--- src/rtl/bshq_pkg.sv ---
// ============================================================================
// bshq_pkg
// Shared constants and types for the bitcrusher sample-hold quantizer.
// ============================================================================
`default_nettype none

package bshq_pkg;

  // sample width default, and the wide fixed-point format where 1.0 is 2^24
  localparam int unsigned SAMPLE_BITS_DEF = 16;
  localparam int unsigned WET_FRAC        = 24;
  localparam int unsigned WET_W           = WET_FRAC + 3;

  localparam int unsigned PHASE_W   = 17;
  localparam int unsigned DEPTH_W   = 5;
  localparam int unsigned MIX_W     = 16;
  localparam int unsigned LFSR_W    = 16;
  localparam int unsigned CFG_IDX_W = 2;
  localparam int unsigned CFG_DATA_W = 17;

  localparam logic [PHASE_W-1:0] PHASE_ONE    = 17'h1_0000;
  localparam logic [DEPTH_W-1:0] DEPTH_BYPASS = 5'd16;
  localparam logic [DEPTH_W-1:0] DEPTH_MIN    = 5'd1;
  localparam logic [MIX_W-1:0]   MIX_ONE      = 16'h8000;
  localparam logic [LFSR_W-1:0]  LFSR_SEED    = 16'hACE1;

  typedef enum logic [CFG_IDX_W-1:0] {
    CFG_PHASE_INC   = 2'd0,
    CFG_CRUSH_DEPTH = 2'd1,
    CFG_MIX_LEVEL   = 2'd2
  } cfg_reg_e;

  // clamped register values as the datapath sees them
  typedef struct packed {
    logic [PHASE_W-1:0] inc;
    logic [DEPTH_W-1:0] depth;
    logic               bypass;
    logic [MIX_W-1:0]   mix;
  } cfg_t;

endpackage : bshq_pkg

`default_nettype wire

--- src/rtl/bitcrusher_sample_hold_quantize.sv ---
// ============================================================================
// bitcrusher_sample_hold_quantize
// Audio bitcrusher: sample-rate reduction by phase-driven hold, quantization
// with LFSR dither, and dry/wet mix with saturation.
// ============================================================================
// The block takes one sample per clock while not stalled and returns one
// mixed sample for each, in order. The four registers on the way are the
// front stage (phase accumulator, hold register and dither LFSR update at
// acceptance), the quantize stage, the product stage of the mix and the
// output register. Each stage holds its word under stall, so a new sample
// enters while a finished one waits at the output. Configuration takes effect
// on the next sample. The user must write it only while no sample is in flight,
// which the block does not enforce; there is no clearing pass after reset.
`default_nettype none

module bitcrusher_sample_hold_quantize #(
  parameter int unsigned SAMPLE_BITS = bshq_pkg::SAMPLE_BITS_DEF
) (
  input  logic                                 clk_i,
  input  logic                                 rst_ni,
  input  logic                                 cfg_we_i,
  input  logic [bshq_pkg::CFG_IDX_W-1:0]       cfg_index_i,
  input  logic [bshq_pkg::CFG_DATA_W-1:0]      cfg_data_i,
  input  logic                                 in_valid_i,
  output logic                                 in_stall_o,
  input  logic signed [SAMPLE_BITS-1:0]        dry_sample_i,
  output logic                                 out_valid_o,
  input  logic                                 out_stall_i,
  output logic signed [SAMPLE_BITS-1:0]        mixed_sample_o
);
  import bshq_pkg::*;

  function automatic logic [LFSR_W-1:0] lfsr_next(input logic [LFSR_W-1:0] l);
    logic fb;
    fb = l[0] ^ l[2] ^ l[3] ^ l[5];
    return {fb, l[LFSR_W-1:1]};
  endfunction

  cfg_t                          cfg;
  logic [PHASE_W-1:0]            phase_q, phase_d;
  logic [PHASE_W-1:0]            phase_sum;
  logic signed [SAMPLE_BITS-1:0] held_q, held_d;
  logic [LFSR_W-1:0]             lfsr_q, lfsr_d;
  logic                          front_valid_q;
  logic signed [SAMPLE_BITS-1:0] front_dry_q;
  logic                          front_ready;
  logic                          accept;
  logic                          quant_ready;
  logic                          quant_valid;
  logic signed [SAMPLE_BITS-1:0] quant_dry;
  logic signed [WET_W-1:0]       quant_wet;
  logic                          mix_ready;
  logic                          wrap;

  bshq_cfg u_cfg (
    .clk_i       (clk_i),
    .rst_ni      (rst_ni),
    .cfg_we_i    (cfg_we_i),
    .cfg_index_i (cfg_index_i),
    .cfg_data_i  (cfg_data_i),
    .cfg_o       (cfg)
  );

  assign front_ready = !front_valid_q || quant_ready;
  assign accept      = in_valid_i && front_ready;
  assign in_stall_o  = !front_ready;

  // phase stays below 1.0, so the sum fits without a carry out
  always_comb begin
    phase_sum = phase_q + cfg.inc;
    wrap      = phase_sum[PHASE_W-1];
    phase_d   = phase_q;
    held_d    = held_q;
    lfsr_d    = lfsr_q;
    if (accept) begin
      phase_d = {1'b0, phase_sum[PHASE_W-2:0]};
      if (wrap) begin
        held_d = dry_sample_i;
      end
      if (!cfg.bypass) begin
        lfsr_d = lfsr_next(lfsr_q);
      end
    end
  end

  always_ff @(posedge clk_i or negedge rst_ni) begin
    if (!rst_ni) begin
      phase_q       <= '0;
      held_q        <= '0;
      lfsr_q        <= LFSR_SEED;
      front_valid_q <= 1'b0;
    end else begin
      phase_q       <= phase_d;
      held_q        <= held_d;
      lfsr_q        <= lfsr_d;
      front_valid_q <= accept || (front_valid_q && !quant_ready);
    end
  end

  always_ff @(posedge clk_i) begin
    if (accept) begin
      front_dry_q <= dry_sample_i;
    end
  end

  // hold and LFSR registers double as the front stage payload: they only
  // change when a new sample is accepted into that stage
  bshq_quant #(
    .SAMPLE_BITS (SAMPLE_BITS)
  ) u_quant (
    .clk_i   (clk_i),
    .rst_ni  (rst_ni),
    .cfg_i   (cfg),
    .valid_i (front_valid_q),
    .ready_o (quant_ready),
    .dry_i   (front_dry_q),
    .held_i  (held_q),
    .lfsr_i  (lfsr_q),
    .valid_o (quant_valid),
    .ready_i (mix_ready),
    .dry_o   (quant_dry),
    .wet_o   (quant_wet)
  );

  bshq_mix #(
    .SAMPLE_BITS (SAMPLE_BITS)
  ) u_mix (
    .clk_i          (clk_i),
    .rst_ni         (rst_ni),
    .cfg_i          (cfg),
    .valid_i        (quant_valid),
    .ready_o        (mix_ready),
    .dry_i          (quant_dry),
    .wet_i          (quant_wet),
    .out_valid_o    (out_valid_o),
    .out_stall_i    (out_stall_i),
    .mixed_sample_o (mixed_sample_o)
  );

`ifndef SYNTH
  a_state_holds_idle : assert property (@(posedge clk_i) disable iff (!rst_ni)
    !accept |=> $stable(phase_q) && $stable(held_q) && $stable(lfsr_q))
    else $error("crusher state changed without an accepted sample");

  a_lfsr_frozen_bypass : assert property (@(posedge clk_i) disable iff (!rst_ni)
    accept && cfg.bypass |=> $stable(lfsr_q))
    else $error("dither LFSR advanced while quantization is bypassed");

  a_lfsr_nonzero : assert property (@(posedge clk_i) disable iff (!rst_ni)
    accept |=> lfsr_q != '0)
    else $error("dither LFSR locked at zero");

  a_phase_below_one : assert property (@(posedge clk_i) disable iff (!rst_ni)
    accept |=> !phase_q[PHASE_W-1])
    else $error("phase accumulator reached 1.0 after wrap");
`endif

endmodule : bitcrusher_sample_hold_quantize

`default_nettype wire

--- src/rtl/bshq_cfg.sv ---
// ============================================================================
// bshq_cfg
// Configuration registers with range clamping applied on the read side.
// ============================================================================
`default_nettype none

module bshq_cfg (
  input  logic                              clk_i,
  input  logic                              rst_ni,
  input  logic                              cfg_we_i,
  input  logic [bshq_pkg::CFG_IDX_W-1:0]    cfg_index_i,
  input  logic [bshq_pkg::CFG_DATA_W-1:0]   cfg_data_i,
  output bshq_pkg::cfg_t                    cfg_o
);
  import bshq_pkg::*;

  logic [PHASE_W-1:0] inc_q;
  logic [DEPTH_W-1:0] depth_q;
  logic [MIX_W-1:0]   mix_q;

  always_ff @(posedge clk_i or negedge rst_ni) begin
    if (!rst_ni) begin
      inc_q   <= PHASE_ONE;
      depth_q <= DEPTH_BYPASS;
      mix_q   <= MIX_ONE;
    end else if (cfg_we_i) begin
      unique case (cfg_reg_e'(cfg_index_i))
        CFG_PHASE_INC:   inc_q   <= cfg_data_i[PHASE_W-1:0];
        CFG_CRUSH_DEPTH: depth_q <= cfg_data_i[DEPTH_W-1:0];
        CFG_MIX_LEVEL:   mix_q   <= cfg_data_i[MIX_W-1:0];
        default: ;  // drop writes to unknown indexes
      endcase
    end
  end

  always_comb begin
    cfg_o.inc = (inc_q > PHASE_ONE) ? PHASE_ONE : inc_q;
    if (depth_q < DEPTH_MIN) begin
      cfg_o.depth = DEPTH_MIN;
    end else if (depth_q > DEPTH_BYPASS) begin
      cfg_o.depth = DEPTH_BYPASS;
    end else begin
      cfg_o.depth = depth_q;
    end
    cfg_o.bypass = (depth_q >= DEPTH_BYPASS);
    cfg_o.mix    = (mix_q > MIX_ONE) ? MIX_ONE : mix_q;
  end

endmodule : bshq_cfg

`default_nettype wire

--- src/rtl/bshq_quant.sv ---
// ============================================================================
// bshq_quant
// Quantize: unless bypassed, rounds the held sample to the crush step + dither.
// ============================================================================
`default_nettype none

module bshq_quant #(
  parameter int unsigned SAMPLE_BITS = bshq_pkg::SAMPLE_BITS_DEF
) (
  input  logic                                   clk_i,
  input  logic                                   rst_ni,
  input  bshq_pkg::cfg_t                         cfg_i,
  input  logic                                   valid_i,
  output logic                                   ready_o,
  input  logic signed [SAMPLE_BITS-1:0]          dry_i,
  input  logic signed [SAMPLE_BITS-1:0]          held_i,
  input  logic [bshq_pkg::LFSR_W-1:0]            lfsr_i,
  output logic                                   valid_o,
  input  logic                                   ready_i,
  output logic signed [SAMPLE_BITS-1:0]          dry_o,
  output logic signed [bshq_pkg::WET_W-1:0]      wet_o
);
  import bshq_pkg::*;

  localparam int unsigned UP = WET_FRAC + 1 - SAMPLE_BITS;

  logic                          valid_q;
  logic signed [SAMPLE_BITS-1:0] dry_q;
  logic signed [WET_W-1:0]       wet_q;
  logic signed [WET_W-1:0]       wet_d;
  logic signed [WET_W-1:0]       wet_full;
  logic signed [WET_W-1:0]       rounded;
  logic signed [WET_W-1:0]       quant;
  logic signed [WET_W-1:0]       dither;
  logic [WET_W-1:0]              step_mask;
  logic [DEPTH_W-1:0]            k;
  logic [WET_FRAC-1:0]           dith_raw;
  logic                          load;

  assign ready_o = !valid_q || ready_i;
  assign load    = valid_i && ready_o;

  always_comb begin
    wet_full  = WET_W'(held_i) <<< UP;
    k         = DEPTH_W'(WET_FRAC + 1) - cfg_i.depth;
    // round half up to a multiple of 2^k
    rounded   = wet_full + $signed(WET_W'(1) << (k - DEPTH_W'(1)));
    step_mask = {WET_W{1'b1}} << k;
    quant     = rounded & $signed(step_mask);
    dith_raw  = {lfsr_i, 8'h00} >> cfg_i.depth;
    dither    = $signed(WET_W'(dith_raw))
              - $signed(WET_W'(1) << (DEPTH_W'(WET_FRAC - 1) - cfg_i.depth));
    wet_d     = cfg_i.bypass ? wet_full : (quant + dither);
  end

  always_ff @(posedge clk_i or negedge rst_ni) begin
    if (!rst_ni) begin
      valid_q <= 1'b0;
    end else begin
      valid_q <= load || (valid_q && !ready_i);
    end
  end

  always_ff @(posedge clk_i) begin
    if (load) begin
      dry_q <= dry_i;
      wet_q <= wet_d;
    end
  end

  assign valid_o = valid_q;
  assign dry_o   = dry_q;
  assign wet_o   = wet_q;

endmodule : bshq_quant

`default_nettype wire

--- src/rtl/bshq_mix.sv ---
// ============================================================================
// bshq_mix
// Dry/wet blend: product stage, then sum, round and saturate into the output
// register.
// ============================================================================
`default_nettype none

module bshq_mix #(
  parameter int unsigned SAMPLE_BITS = bshq_pkg::SAMPLE_BITS_DEF
) (
  input  logic                                   clk_i,
  input  logic                                   rst_ni,
  input  bshq_pkg::cfg_t                         cfg_i,
  input  logic                                   valid_i,
  output logic                                   ready_o,
  input  logic signed [SAMPLE_BITS-1:0]          dry_i,
  input  logic signed [bshq_pkg::WET_W-1:0]      wet_i,
  output logic                                   out_valid_o,
  input  logic                                   out_stall_i,
  output logic signed [SAMPLE_BITS-1:0]          mixed_sample_o
);
  import bshq_pkg::*;

  localparam int unsigned UP     = WET_FRAC + 1 - SAMPLE_BITS;
  localparam int unsigned DOWN   = WET_FRAC + 16 - SAMPLE_BITS;
  localparam int unsigned PD_W   = SAMPLE_BITS + MIX_W + 1;
  localparam int unsigned PW_W   = WET_W + MIX_W + 1;
  localparam int unsigned TOT_W  = PW_W + 1;
  localparam logic signed [TOT_W-1:0] SMAX = TOT_W'((64'sd1 <<< (SAMPLE_BITS - 1)) - 64'sd1);
  localparam logic signed [TOT_W-1:0] SMIN = -SMAX - TOT_W'(1);

  logic                          prod_valid_q;
  logic signed [PD_W-1:0]        p_dry_q;
  logic signed [PW_W-1:0]        p_wet_q;
  logic signed [PD_W-1:0]        p_dry_d;
  logic signed [PW_W-1:0]        p_wet_d;
  logic [MIX_W-1:0]              dry_gain;
  logic                          prod_ready;
  logic                          prod_load;
  logic                          out_ready;
  logic                          out_valid_q;
  logic signed [SAMPLE_BITS-1:0] mixed_q;
  logic signed [TOT_W-1:0]       total;
  logic signed [TOT_W-1:0]       scaled;
  logic signed [TOT_W-1:0]       sat;

  assign out_ready  = !out_valid_q || !out_stall_i;
  assign prod_ready = !prod_valid_q || out_ready;
  assign prod_load  = valid_i && prod_ready;
  assign ready_o    = prod_ready;

  always_comb begin
    dry_gain = MIX_ONE - cfg_i.mix;
    p_dry_d  = $signed(dry_i) * $signed({1'b0, dry_gain});
    p_wet_d  = wet_i * $signed({1'b0, cfg_i.mix});
  end

  always_comb begin
    total  = (TOT_W'(p_dry_q) <<< UP) + TOT_W'(p_wet_q);
    // round half up, then saturate to the sample range
    scaled = (total + (TOT_W'(1) <<< (DOWN - 1))) >>> DOWN;
    if (scaled > SMAX) begin
      sat = SMAX;
    end else if (scaled < SMIN) begin
      sat = SMIN;
    end else begin
      sat = scaled;
    end
  end

  always_ff @(posedge clk_i or negedge rst_ni) begin
    if (!rst_ni) begin
      prod_valid_q <= 1'b0;
      out_valid_q  <= 1'b0;
    end else begin
      prod_valid_q <= prod_load || (prod_valid_q && !out_ready);
      if (out_ready) begin
        out_valid_q <= prod_valid_q;
      end
    end
  end

  always_ff @(posedge clk_i) begin
    if (prod_load) begin
      p_dry_q <= p_dry_d;
      p_wet_q <= p_wet_d;
    end
    if (out_ready && prod_valid_q) begin
      mixed_q <= sat[SAMPLE_BITS-1:0];
    end
  end

  assign out_valid_o    = out_valid_q;
  assign mixed_sample_o = mixed_q;

endmodule : bshq_mix

`default_nettype wire
--- config.mk ---
export PLATFORM = sky130hd
export DESIGN_NAME = bitcrusher_sample_hold_quantize
export DESIGN_NICKNAME = d
export VERILOG_FILES = /design/src/rtl/bshq_pkg.sv /design/src/rtl/bitcrusher_sample_hold_quantize.sv /design/src/rtl/bshq_cfg.sv /design/src/rtl/bshq_quant.sv /design/src/rtl/bshq_mix.sv
export SDC_FILE = /design/constraint.sdc
export NUM_CORES = 2
export LEC_CHECK = 0
export BUFFER_PORTS_ARGS = -buffer_cell sky130_fd_sc_hd__buf_4
export CAP_MARGIN = 30
export CORE_AREA = 2 2 297 299
export DETAILED_ROUTE_END_ITERATION = 6
export DIE_AREA = 0 0 299 301
export GPL_ROUTABILITY_DRIVEN = 0
export PLACE_DENSITY = 0.65
export SYNTH_ARGS = -nofsm -noshare
export SYNTH_HDL_FRONTEND = slang
export SYNTH_SLANG_ARGS = --single-unit
--- constraint.sdc ---
create_clock -name clk_i -period 14.2 [get_ports clk_i]
set_input_delay 0.71 -clock clk_i [delete_from_list [all_inputs] [get_ports clk_i]]
set_output_delay 0.71 -clock clk_i [all_outputs]
set_load 0.05 [all_outputs]
## Word level (Yosys, flattened, before mapping)

Index checks and enable logic that the tools add are counted.
W data, S select, Z words.

- Add/sub/neg operators: 10
- $mul: 2
- $lt $le $gt $ge: 7
- Equality and inequality tests: 2
- Shift operators: 4
- Mux-type cells: 6
- Bitwise operators: 5
- Reduce and logical (&&, ||, !) cells: 29

Operators with widths:

| operator | number |
|---|---|
| $shl A1 B5 Y27 const A | 2 |
| $add A42 B44 Y45 | 1 |
| $add A45 B25 Y45 const B | 1 |
| $mul A27 B17 Y44 | 1 |
| $mul A16 B17 Y33 | 1 |
| $mux W16 | 2 |
| $add A25 B27 Y27 | 1 |
| $add A27 B27 Y27 | 1 |
| $and A27 B27 Y27 | 1 |
| $mux W27 | 1 |
| $shl A27 B5 Y27 const A | 1 |
| $sub A25 B27 Y27 | 1 |
| $shr A24 B5 Y24 | 1 |
| $gt A21 B16 Y1 const B | 1 |
| $lt A21 B16 Y1 const B | 1 |
| $add A16 B17 Y17 | 1 |
| $gt A17 B17 Y1 const B | 1 |
| $mux W17 | 1 |
| $gt A16 B16 Y1 const B | 1 |
| $sub A16 B16 Y16 const A | 1 |
| $mux W5 | 2 |
| $reduce_and A2 Y1 | 5 |
| $sub A5 B5 Y5 const A | 2 |
| $logic_not A1 Y1 | 9 |
| other kinds (11) | 25 |

- Register bits after elaboration: 242
- Bits of input ports: 40
- Output and inout bits: 18
- Logic and storage cells: 82

## Logic depth before layout (Yosys ltp)

- Depth in word-level cells: 10
- Depth in mapped cells: 37
- Depth with buffers taken out: 34

## Modules after synthesis

Synthesis repeated with hierarchy kept, for this count alone.

- Cell total of the unflattened synthesis: 4193
- Area total of the unflattened synthesis: 39466.6 um^2

By module, submodules not included:

| module | times used | cells each | area each (um^2) | sequential area each (um^2) |
|---|---|---|---|---|
| bshq_mix | 1 | 3079 | 28601.2 | 2572.5 |
| bshq_quant | 1 | 713 | 5843.1 | 1316.3 |
| bitcrusher_sample_hold_quantize | 1 | 264 | 3178.0 | 1716.6 |
| bshq_cfg | 1 | 137 | 1844.3 | 954.7 |

## Worst setup path after synthesis

OpenSTA, ideal clock, no wires.

- Kind: register to register
- Start point: register u_cfg.mix_q[8]
- End point: register u_mix.p_dry_q[31], data pin
- Setup time: 264 ps
- Arrival time: 8328 ps
- Path slack: 5608 ps
- Stages on the path, launching flop included: 38
- Path buffers: 4
- Path through: dfrtp_1 or4_1 or3_4 o31ai_4 and2_1 clkbuf_1 clkbuf_1 inv_1 ha_1 nand2_1 or3_4 or3_1 buf_2 o21ai_0 o21a_1 buf_2 and2_1 fa_1 [2 not listed] fa_1 inv_1 fa_1 fa_1 inv_1 fa_1 inv_1 ha_1 o21a_1 o21a_1 o21a_1 a21oi_1 inv_1 o2111a_1 nor2_1 a211oi_1 o21ai_0 nand3b_1

- Word-level cells in the longest chain between the ends: 4

Ends and longest elaborated chain:

| element | RTL line | RTL |
|---|---|---|
| start, declared | bshq_cfg.sv:19 | `logic [MIX_W-1:0] mix_q;` |
| start signal, assigned | bshq_cfg.sv:30 | `CFG_MIX_LEVEL: mix_q <= cfg_data_i[MIX_W-1:0];` |
| $gt A16 B16 Y1 | bshq_cfg.sv:46 | `cfg_o.mix = (mix_q > MIX_ONE) ? MIX_ONE : mix_q;` |
| $mux W16 (*) | bshq_cfg.sv:46 |  |
| $sub A16 B16 Y16 (*) | bshq_mix.sv:53 | `dry_gain = MIX_ONE - cfg_i.mix;` |
| $mul A16 B17 Y33 (*) | bshq_mix.sv:54 | `p_dry_d = $signed(dry_i) * $signed({1'b0, dry_gain});` |
| net u_mix.p_dry_d[31] | bshq_mix.sv:35 | `logic signed [PD_W-1:0] p_dry_d;` |
| end signal, assigned | bshq_mix.sv:85 | `p_dry_q <= p_dry_d;` |
| end, declared | bshq_mix.sv:33 | `logic signed [PD_W-1:0] p_dry_q;` |

Mark *: on every way through the listed nets, which the timed path passes. The rest lies on a longest branch.
A chain may end at the register's enable or synchronous reset.

## Final worst setup path

- Start point: register u_cfg.mix_q[0]
- End point: register u_mix.p_dry_q[31], data pin

The elaborated chain is that of the path after synthesis.

==> out/metrics.cfg <==
[status]
outcome = finished clean

[clock_network]
cts.clk_slew.worst_paths_ns = 0.08
numCtsBuffers = 30
cts_buffer_depth = 3
clock-sinks = 233
hold_buffers = 0
clock_latency_ns = 0.61
htree_num_levels = 1
post-cts-setup-buffer-count = 0
cts_tree = built
ctsResizeCount = 0
cts-root-buf = clkbuf_16

[global_route]
grt_pass1_vias = 28672
grt_max_degree = 69
grt.total_usage_pct = 22.2
antenna_found_initial = 1
grt-ovfl-total = 0
grt_pass1_wl_um = 158000

[sta]
slew_headroom_pct = 29.3
fin_skew_ns = 0.0298
fin_crit_sh_pct = 69.1
tightest_slew_ns = 1.06
hold_viol = 0
fin_crit_ns = 9.81
finalMaxSlewViolations = 0
fin_ws_ns = 4.39
setup_violations = 0
clock.fmax_mhz = 102
final.setup.tns_ns = 0
rsz0062_at_grt = false

[route]
firstDrtPassIters = 6
ant_nets = 0
drt-vias-per-instance = 5.26
wl_um = 97700
num_vias = 27769
drt_iter0_markers = 1740
routedWlPerCell_um = 18.5
drc = 0

[yosys]
seq_area_frac_synth_pct = 16.9
synth_cell_types = 81
synth-async-reset-ratio_pct = 38.6
syn_area_um2 = 38700
synthSimpleGateAreaFrac_pct = 15.4
synth_top_family_by_area = adder cells
synth-adder-area-share_pct = 44.6
synth_most_common_cell = inv_1
yosys_most_used_dff = edfxtp_1
yosys-top-cells-area = fa_1, ha_1, edfxtp_1
yosysWarnings = 0
synth.area.mux_share_pct = 2.80
syn_inst = 4091
yosys.area.top_type_share_pct = 32.9
synth_seq_cells = 233
netlist.top_cell.by_area = fa_1
synth_edf_count = 143
synthXorXnorAreaFrac_pct = 3.21
synth.top_cells.by_count = inv_1, fa_1, nand2_1
synth-compound-area-share_pct = 7.43
syn_avg_cell_area_um2 = 9.47

[setup_path]
cpMostUsedCell = fa_1
critPathSlowestCell = xor2_2
critical_path_class = reg -> reg
arrival_ns = 10.13
critPathLaunch = u_cfg.mix_q[0]$_DFFE_PN0P_
max_stage_delay_ns = 0.68
worstPathMaxFanout = 52
required_ns = 14.52
cp-start-kind = flip-flop
rr_startpoint = u_cfg.mix_q[0]$_DFFE_PN0P_
cp-end-kind = flip-flop

[die]
initial_core_util_pct = 44.8
fp.dieArea_um2 = 90000
fp.dieH_um = 301
die_w_um = 299
io-pin-count = 58
num_rows = 108
fp.coreArea_um2 = 86500

[place]
portBuffers = 57
place_ws_ns = 4.12
dp_hpwl_um = 78200

[final_layout]
drive_gt1_share_pct = 6.75
antenna_cells = 0
fin_nets = 5135
area_growth_pct = 7.38

[worst_hold_path]
hold_path.class = in -> async

[run]
drv_cap = 0

-- final cells by class --
| class | count | area (um^2) |
|---|---|---|
| fillers | 8222 | 44900 |
| multi-input cells | 2891 | 28600 |
| flip-flops and latches | 233 | 6560 |
| inverters | 834 | 3130 |
| well taps | 1155 | 1450 |
| repair buffers | 106 | 843 |
| clock buffers | 33 | 762 |
| clock inverters | 23 | 264 |
-- worst paths after layout --
check / end / slack (ns) / cells past startpoint
min: lfsr_q[3]$_DFFE_PN0P_ / 0.04 / 1
max reg2reg: u_mix.p_dry_q[31]$_DFFE_PP_ / 4.39 / 33
min in group clk_i: front_dry_q[15]$_DFFE_PP_ / 0.30 / 1
max in group asynchronous: u_cfg.mix_q[1]$_DFFE_PN0P_ / 12.94 / 2
min reg2reg: u_quant.dry_o[14]$_DFFE_PP_ / 0.42 / 0
max: u_mix.p_dry_q[31]$_DFFE_PP_ / 4.39 / 33
-- sequential cells by signal (all words and copies together) (netlist names) --
register / count
u_mix.p_wet_q: 35
u_mix.p_dry_q: 33
u_quant.wet_o: 27
u_cfg.inc_q: 17
front_dry_q: 16
held_q: 16
lfsr_q: 16
phase_q: 16
u_cfg.mix_q: 16
u_mix.mixed_sample_o: 16
u_quant.dry_o: 16
u_cfg.depth_q: 5
front_valid_q: 1
u_mix.out_valid_o: 1
u_mix.prod_valid_q: 1
u_quant.valid_o: 1
-- critical path: cells and delay by family (launching register included) --
family,cells,cell delay [ns]
buffers and inverters,7,0.92
XOR/XNOR,1,0.68
AND/OR/NAND/NOR,9,2.20
flip-flops,1,0.61
adder cells (fa/ha/maj),8,3.57
AO/OA/AOI/OAI,8,1.56
-- cells by family after synthesis --
logic type | after synthesis
simple gates | 1192
other cells | 2
fa+ha+maj | 999
buf+inv | 982
flops | 233
xor+xnor | 141
compound gates | 445
mux | 97
-- per-stage QoR --
stage          util, %  std cells  cell area [um^2]  hold WS [ns]
2_1_floorplan        -       4106             38800         0.400
3_3_place_gp      46.8       5214             40500         0.401
3_5_place_dp      46.9       5217             40500         0.405
4_1_cts           48.0       5273             41600        0.0294
5_1_grt           48.1       5275             41600        0.0517
6_report          48.1       5275             41600        0.0356
-- layout by cell type (no fill, tap or decap), types with 71 or more instances in the layout --
master      n
inv_1     833
fa_1      637
nand2_1   472
ha_1      362
and2_1    300
edfxtp_1  143
nor2_1    119
a21oi_1   111
o21ai_0   105
buf_4     102
xnor2_1    90
dfrtp_1    79
mux2_2     71
-- layer usage --
metal	GRT usage (%)	vias to the layer above	wire length, um
li1	-	12838	-
met1	30.5	14017	43100
met2	36.7	753	46000
met3	3.29	159	5750
met4	5.89	2	2880
met5	0	-	13
Power is left out: the tool's default activity adds up to more than one toggle a clock period on the data nets, which glitch-free logic cannot reach.
